===== config.mk =====
export PLATFORM = sky130hd
export DESIGN_NAME = mlr_ram
export DESIGN_NICKNAME = d
export VERILOG_FILES = /design/src/hdl/mlr_ram.sv
export SDC_FILE = /design/constraint.sdc
export NUM_CORES = 1
export LEC_CHECK = 0
export BUFFER_PORTS_ARGS = -buffer_cell sky130_fd_sc_hd__buf_4
export CELL_PAD_IN_SITES_DETAIL_PLACEMENT = 1
export CELL_PAD_IN_SITES_GLOBAL_PLACEMENT = 2
export CORE_ASPECT_RATIO = 2
export CORE_UTILIZATION = 35
export DETAILED_ROUTE_END_ITERATION = 7
export GPL_TIMING_DRIVEN = 0
export PLACE_DENSITY_LB_ADDON = 0.1
export SLEW_MARGIN = 25
export SYNTH_ARGS = -nofsm -noshare
export SYNTH_HDL_FRONTEND = slang
export SYNTH_SLANG_ARGS = --single-unit

===== constraint.sdc =====
create_clock -name i_clk -period 2.5 [get_ports i_clk]
set_clock_uncertainty 0.1 [all_clocks]
set_input_delay 0.125 -clock i_clk [delete_from_list [all_inputs] [get_ports i_clk]]
set_output_delay 0.125 -clock i_clk [all_outputs]
set_load 0.005 [all_outputs]

===== src/hdl/mlr_ram.sv =====
// Generic single-port-write, single-port-read RAM with a registered read.
// No dependencies.
module mlr_ram #(
    parameter int WIDTH = 8,
    parameter int DEPTH = 16
) (
    input  logic                     i_clk,
    input  logic                     i_wr_en,
    input  logic [$clog2(DEPTH)-1:0] i_wr_addr,
    input  logic [WIDTH-1:0]         i_wr_data,
    input  logic                     i_rd_en,
    input  logic [$clog2(DEPTH)-1:0] i_rd_addr,
    output logic [WIDTH-1:0]         o_rd_data
);

    logic [WIDTH-1:0] r_mem [DEPTH];
    logic [WIDTH-1:0] r_rd_data;

    always_ff @(posedge i_clk) begin
        if (i_wr_en) begin
            r_mem[i_wr_addr] <= i_wr_data;
        end
        if (i_rd_en) begin
            r_rd_data <= r_mem[i_rd_addr];
        end
    end

    assign o_rd_data = r_rd_data;

endmodule


==> metrics, run 1 <==
outcome complete, no violations; Tightest Hold Check Type input pin to flop; DIE AREA approximately 15,000 µm²; Final Cycle Share 71.08%; CP max stage cell nor2_1; Max IR drop VDD 0.0004719 V; post-layout net count 305; WL met1 4349 µm; DRC 0; FP Rows 62; Clk pin slew, worst setup/hold paths around 60 ps; gr usage total around 17%; Worst Path Class, Setup input pin to flop; final setup fails 0; first-pass GRT wire length 16,840 µm; PortBufs 25; number of synthesis warnings 0; vias in the first global route 2,694; sequential share of power 47.2%; CTS root buf clkbuf_16; die width 88.42 µm; Logic pwr share 5.1%; Clk pwr share 47.7%; Fin Setup TNS 0 ps; H-tree Lvls 4; CP cell instances dlygate4sd3_1 -> buf_4 -> nand2b_1 -> nor2_1; core box area 14,510 µm²; largest net degree at the start of global routing 17; final std cells w/o fill about 500; switching share of power 20.16%; # diodes 0; max layer used met4; Pre-antenna DRT Iters 4; routability cong. 0.7491; number of antenna violations at the first check in global routing 0; Post-Syn Instances 229; CTS Sinks 136; Synth cell types 18; fmax 0.5628 GHz; area grow syn2layout 22.91%; crit start category input pin; Power Internal 4.368 mW; leakage power 2.134 nW; Avg WL per Cell 23.35 µm; CP endpoint kind flop; Pwr Density 851.5 nW/µm²; CTS Buffer Depth 2; fin crit period roughly 1800 ps; number of routed nets with antenna violations 0; Final Hold Viols 0; dpl hpwl 7846 µm; Chip Height 174.8 µm; metal3 WL 264 µm; Hold Crit Depth 2; fill count 1,367; Ports 27; cell area after synthesis 5228 µm²; share of cells above drive strength 1 30.10%; most frequent cells in the layout 136 x edfxtp_1, 28 x buf_4, 18 x mux4_2, 17 x clkbuf_16, 16 x a22oi_1; total CTS buffers 17; most common cell after layout, fill and taps aside edfxtp_1; Crit Path Max Fanout 8; Yosys reg bits 136; met2 wire len ~6500 µm; sequential area share after synthesis 78.12%; Placed Instances 448; reg-to-reg slack, setup 770 ps; Via density around 5; CTS tree done; max_cap viols 0; DR vias 2,452; RSZ-0062 raised after global routing no; final max-slew violation count 0; Synthesized Nets 248; Arr. time, crit path roughly 1700 ps; Initial Utilization 36.04%; Synth Area per Inst 22.83 µm²; r2r worst-path depth 3; routed wire length 11,470 µm; reported net switching power 1.103 mW; Required @ worst endpoint 2430 ps; drt initial violations 94; worst hold margin 39.68 ps; worst skew pair latency approximately 420 ps; Rel. slew slack 42.49%; gr ovfl total 0; slowest cell delay on critical path around 700 ps; Worst-Margin Slew 859.4 ps
-- routing by layer --
layer	track usage, %	vias to the layer above
met3	4.440	19
li1	-	1091
met2	29.20	52
met4	7.796	0
met5	0	-
met1	17.86	1290
-- worst max-delay path, delay by kind of cell --
| family | cells | cell delay [ps] |
|---|---|---|
| buffers and inverters | 2 | 700 |
| AND/OR/NAND/NOR | 2 | 890 |
-- path summary, 6_finish.rpt --
check          startpoint      endpoint
min          i_wr_addr[0]   r_mem[4][2]
max reg2reg   r_mem[2][1]  o_rd_data[1]
min reg2reg  r_mem[15][0]  o_rd_data[0]
max          i_wr_addr[1]   r_mem[5][4]
-- flip-flops by register name, summed over array words and instances (netlist names) --
register and count:
o_rd_data 8, r_mem 128
-- area by class of cell --
cell class	instances	area (µm²)	area share [%]
Clock inverter	14	195.2	3.038
Buffer	10	86.33	1.344
Timing Repair Buffer	38	312.8	4.869
Sequential cell	136	4084	63.56
Multi-Input combinational cell	83	1077	16.77
Tap cell	192	240.2	3.739
Clock buffer	18	429.2	6.680
-- stage by stage --
stage / power, mW / util (%) / worst slack (ps) / instance area [µm²]
finish: 5.471 / 44.29 / 723.1 / 6425
global route: 5.624 / 44.29 / 622.4 / 6425
CTS: 5.521 / 44.29 / 678.0 / 6425
detailed placement: 2.906 / 39.23 / 534.2 / 5690
global placement: 2.894 / 38.99 / 74.39 / 5655
floorplan: 2.757 / - / 782.1 / 5228
-- timing repair --
action | 4_1_cts | 5_1_grt
buffers inserted | 0 | 0
gates resized for setup | 0 | 0
hold buffers | 11 | 0
hold endpoints to repair | 137 | 0
-- power groups by stage --
| stage | combinational, mW | clock (mW) | sequential [mW] |
|---|---|---|---|
| floorplan | 0.130 | 0 | 2.63 |
| global placement | 0.269 | 0 | 2.62 |
| detailed placement | 0.277 | 0 | 2.63 |
| CTS | 0.290 | 2.65 | 2.58 |
| global route | 0.301 | 2.74 | 2.58 |
| finish | 0.279 | 2.61 | 2.58 |
-- synthesized netlist by cell type (all sizes together) --
| master | count | area share, % |
|---|---|---|
| and2b | 1 | 0.14 |
| and2 | 1 | 0.12 |
| nor2 | 13 | 0.93 |
| mux4 | 32 | 15 |
| nand2 | 9 | 0.65 |
| nand2b | 2 | 0.24 |
| edfxtp | 136 | 78 |
| a22oi | 16 | 2.3 |
| nor2b | 1 | 0.12 |
| buf | 7 | 1.1 |
| clkdlybuf4s25 | 3 | 0.57 |
| nand3 | 1 | 0.096 |
| or3b | 1 | 0.17 |
| nor3 | 4 | 0.38 |
| nand3b | 2 | 0.29 |
-- logic make-up after synthesis --
| group | share of synthesized area (%) |
|---|---|
| DFF | 78.12 |
| and+or+nand+nor | 3.136 |
| muxes | 14.79 |
| AOI/OAI and AO/OA | 2.298 |
| buffers and inverters | 1.651 |
Power figures use the tool's default switching activity.
==> run 2, diff against run 1 <==
clock period = 1.48 ns   (was 2.5 ns; I/O delays follow)
==> run 2 against run 1 <==
- the run now ends with setup timing left
- hold slack worse by 35 ps
- final area hardly changed
- register-to-register slack worse by 850 ps
- non-clock buffer count is 2 higher
- cell count stayed put
- worst setup slack worse by 810 ps
- count of clock-buffer cells in the layout is 1 lower
- sequential power is 69% higher
- sequential cell count stayed put
- combinational power is 80% higher
- power is 65% higher
- first-iteration DRC count is 15% lower
- critical endpoint is now o_rd_data[1]
==> metrics, run 2 (synthesis gave the netlist of run 1 again) <==
outcome finished, violations left; failing checks setup timing; reg-to-reg slack, setup -80 ps; CP max stage cell mux4_2; fin crit period 1563 ps; most frequent cells in the layout 136 x edfxtp_1, 28 x buf_4, 27 x mux4_2, 17 x clkbuf_16, 13 x dlygate4sd3_1; M2 GR Usage around 29%; Worst Path Class, Setup flop to flop; total CTS buffers 17; CP cell instances mux4_2 -> a22oi_2 -> nand2_1; GRT met3 Usage 3.590%; slowest cell delay on critical path between 500 and 600 ps; Initial Utilization around 36%; CP bufs+invs 0; worst skew pair latency 410 ps; register area 4084 µm²; fill count around 1,400; Worst-Margin Slew ~860 ps; Arr. time, crit path ~1600 ps; Most flops, register r_mem; final core occ 44.32%; Placed Instances approximately 450; Crit Path Max Fanout 1; first-pass GRT wire length 16,840 µm; routed wire length approximately 12,000 µm; Most Crowded Layer GR met2; Fin Setup TNS -401.3 ps; Pre-antenna DRT Iters 4; overall power 8.999 mW; dpl hpwl 7777 µm; CTS Buffer Depth 2; max_cap viols 0; most common cell after layout, fill and taps aside edfxtp_1; Via density approximately 5; number of antenna violations at the first check in global routing 0; CTS Sinks 136; routability cong. between 0.7 and 0.8; gr ovfl total 0; Chip Height 174.8 µm; Required @ worst endpoint 1540 ps; met1 usage 18.65%; Clk pin slew, worst setup/hold paths about 60 ps; share of cells above drive strength 1 36.12%; final std cells w/o fill roughly 490; final setup fails 8; Ports 27; cell area after layout between 6000 and 7000 µm²; final max-slew violation count 0; DR vias 2,479; placed instance area ~5700 µm²; Pwr Density 1400 nW/µm²; die width 88.42 µm; CTS root buf clkbuf_16; Rel. slew slack 42.21%; area grow syn2layout 22.98%; Final Hold Viols 0; pre-CTS setup slack -470.8 ps; family with the most delay on the worst path multiplexers; Tightest Hold Check Type input pin to flop; vias in the first global route approximately 2,600; worst hold margin 5.099 ps; final worst setup slack -83.45 ps; # diodes 0; core box area between 10,000 and 15,000 µm²; H-tree Lvls 4; gr usage total approximately 16%; Avg WL per Cell 23.65 µm; number of flip-flops in the largest register 128; Setup Fix Bufs, Post-CTS 0; DIE AREA between 15,000 and 20,000 µm²; leakage power approximately 2.1 nW; Max IR drop VDD 0.0008482 V; FP Rows 62; CP endpoint kind flop; PortBufs 25; drt initial violations 80; DRC 0; fmax approximately 0.64 GHz; crit start category flop; RSZ-0062 raised after global routing yes; CTS tree done; Final Cycle Share 105.6%; area of the multi-input gates between 1000 and 1500 µm²; number of routed nets with antenna violations 0; post-layout net count 307; largest net degree at the start of global routing 17
[run 2: changes by cell type in the layout (fill, tap and decap cells not counted), sizes merged]
cell	change
clkinv	+2
inv	-1
clkinvlp	-1
bufinv	-1
dlygate4sd3	+2
clkbuf	-1
[run 2: worst register-to-register path, delay by kind of cell, from the launching register on]
family / cells / cell delay (ps)
multiplexers: 1 / 540
flip-flops: 1 / 360
AO/OA/AOI/OAI: 1 / 220
AND/OR/NAND/NOR: 1 / 80
[run 2: cell type report]
| cell class | count | area share [%] |
|---|---|---|
| flip-flops and latches | 136 | 63.53 |
| multi-input cells | 83 | 17.19 |
| clock buffers | 17 | 6.617 |
| repair buffers | 40 | 5.177 |
| well taps | 192 | 3.737 |
| clock inverters | 13 | 2.413 |
| plain buffers | 10 | 1.343 |
[run 2: per-layer routing]
metal / wire length, µm / part of all wire [%]
met1: 4541 / 39
met2: 6565 / 57
met3: 281 / 2.4
met4: 223 / 1.9
met5: 0 / 0
[run 2: worst paths after layout]
| kind | startpoint | to | depth (start not counted) |
|---|---|---|---|
| worst max-delay path | r_mem[3][1] | o_rd_data[1] | 3 |
| worst min-delay path | i_wr_addr[1] | r_mem[12][0] | 2 |
| worst max register to register | r_mem[3][1] | o_rd_data[1] | 3 |
| worst min register to register | r_mem[10][6] | o_rd_data[6] | 3 |
[run 2: report_power, final]
part | leakage (nW) | total [mW] | internal [mW] | switching, mW
sequential | 1.24 | 4.36 | 4.34 | 0.0194
combinational | 0.581 | 0.503 | 0.224 | 0.279
clock | 0.283 | 4.14 | 2.62 | 1.52
[run 2: repair_timing]
item,in CTS,in global routing
setup endpoints to repair,21,22
endpoints found under the hold margin,143,8
hold buffers,11,2
pin swaps,10,3
gates resized for setup,17,5
==> run 3, diff against run 2 <==
BUFFER_PORTS_ARGS = unset   (was -buffer_cell sky130_fd_sc_hd__buf_4)
DONT_BUFFER_PORTS = 1   (was unset)
==> run 3 against run 2 <==
- the flow still finishes with violations (setup timing)
- utilization decreased by 1.1 points
- sequential share of layout area increased by 1.6 points
- hold slack improved by 12 ps
- critical path type unchanged
- routed wire length increased by 0.44%
- die area unchanged
- largest power group is now clock
- worst setup slack got worse by 1.2 ps
- via count decreased by 3.4%
- first-iteration DRC count increased by 21%
- combinational power decreased by 16%
- highest routed layer unchanged
==> metrics, run 3 (synthesis gave the netlist of run 1 again) <==
outcome finished, violations left; failing checks setup timing; area grow syn2layout 19.87%; PortBufs 0; Pwr Density 1485 nW/µm²; routed wire length 11,660 µm; worst skew pair latency a little over 400 ps; fin crit period 1565 ps; drt initial violations 97; Via density 5.151; leakage power 1.994 nW; CTS Sinks roughly 140; Rel. slew slack 39.54%; total CTS buffers 17; FP Rows 62; largest net degree at the start of global routing 17; number of flip-flops in the largest register approximately 130; core box area 14,510 µm²; Worst-Margin Slew between 900 and 1000 ps; RSZ-0062 raised after global routing yes; CTS Buffer Depth 2; pre-CTS setup slack -349.0 ps; die width 88.42 µm; CP bufs+invs 0; Tightest Hold Check Type input pin to flop; post-layout net count 279; final core occ approximately 43%; CP endpoint kind flop; Crit Path Max Fanout 1; DRC 0; Pre-antenna DRT Iters 4; Ports 27; Final Cycle Share 105.7%; CTS tree done; final setup fails 8; most common cell after layout, fill and taps aside edfxtp_1; most frequent cells in the layout 136 x edfxtp_1, 27 x mux4_2, 17 x clkbuf_16, 13 x nor2_1, 11 x dlygate4sd3_1; Initial Utilization between 30% and 40%; final worst setup slack -84.65 ps; fmax 0.6391 GHz; family with the most delay on the worst path multiplexers; Clk pin slew, worst setup/hold paths 60 ps; CP max stage cell mux4_2; cell area after layout 6266 µm²; crit start category flop; CP cell instances mux4_2 -> a22oi_2 -> nand2_1; Arr. time, crit path 1620 ps; Avg WL per Cell ~25 µm; Final Hold Viols 0; vias in the first global route 2,580; Max IR drop VDD 0.0007525 V; max_cap viols 0; DR vias 2,395; Worst Path Class, Setup flop to flop; slowest cell delay on critical path 530 ps; gr usage total about 17%; Required @ worst endpoint 1540 ps; H-tree Lvls 4; gr ovfl total 0; first-pass GRT wire length 16,910 µm; CTS root buf clkbuf_16; DIE AREA 15,460 µm²; number of routed nets with antenna violations 0; share of cells above drive strength 1 29.04%; placed instance area 5495 µm²; Most flops, register r_mem; routability cong. 0.7378; number of antenna violations at the first check in global routing 1; final max-slew violation count 0; dpl hpwl between 7000 and 8000 µm; Setup Fix Bufs, Post-CTS 0; Chip Height between 150 and 200 µm
-- run 3: cell types whose count changed in the layout (fill, tap and decap cells not counted), moves of 2 or more --
cell and change:
dlygate4sd3_1 -2, buf_4 -26, nor2_2 -3, bufinv_16 +2, nor2_1 +3
-- run 3: path summary, 6_finish.rpt --
kind	start	to	slack, ps	cells after the start
hold / removal	i_rd_addr[1]	o_rd_data[7]	20	3
setup / recovery	r_mem[2][1]	o_rd_data[1]	-80	3
setup reg to reg	r_mem[2][1]	o_rd_data[1]	-80	3
hold reg to reg	r_mem[14][0]	o_rd_data[0]	690	3
-- run 3: timing repair --
| action | in CTS | in global routing |
|---|---|---|
| pin swaps | 8 | 2 |
| resized for setup | 15 | 5 |
| endpoints found under the setup margin | 8 | 32 |
| hold buffers | 10 | 1 |
| hold endpoints to repair | 168 | 32 |
-- run 3: area by class of cell --
class | instances | area, µm²
clock inverter | 13 | 202.7
fill | 1375 | 8240
multi-input combinational | 83 | 1104
tap | 192 | 240.2
sequential | 136 | 4084
antenna | 1 | 2.502
timing repair buffer | 12 | 117.6
buffer | 10 | 86.33
clock buffer | 18 | 429.2
-- run 3: routing by layer --
| layer | wire length, µm | share of wire, % | vias to the layer above | track usage (%) |
|---|---|---|---|---|
| met1 | 4329 | 37 | 1284 | 18.83 |
| met4 | 280 | 2.4 | 0 | 6.317 |
| li1 | - | - | 1040 | - |
| met3 | 450 | 3.9 | 16 | 4.346 |
| met5 | 0 | 0 | - | 0 |
| met2 | 6601 | 57 | 55 | 29.55 |
-- run 3: metrics by stage --
step / total power, mW / TNS (ps) / instances / hold WS [ps]
finish: 9.304 / -376.0 / 465 / 16.86
CTS: 9.351 / -1707 / 463 / -208.6
floorplan: 4.657 / 0 / 229 / 72.87
detailed placement: 4.768 / -15040 / 422 / 74.01
global route: 9.528 / -815.4 / 465 / 12.67
global placement: 4.759 / -25770 / 421 / 73.93
-- run 3: where the power goes --
group          internal (mW)  switching (mW)  total (mW)
sequential              4.34          0.0238        4.37
combinational          0.170           0.254       0.424
clock                   2.97            1.54        4.51
total                   7.48            1.82        9.30
-- run 3: worst reg2reg max path, stage by stage (launching register included) --
cell and delay, ps:
edfxtp_1 370, mux4_2 530, a22oi_2 230, nand2_1 90
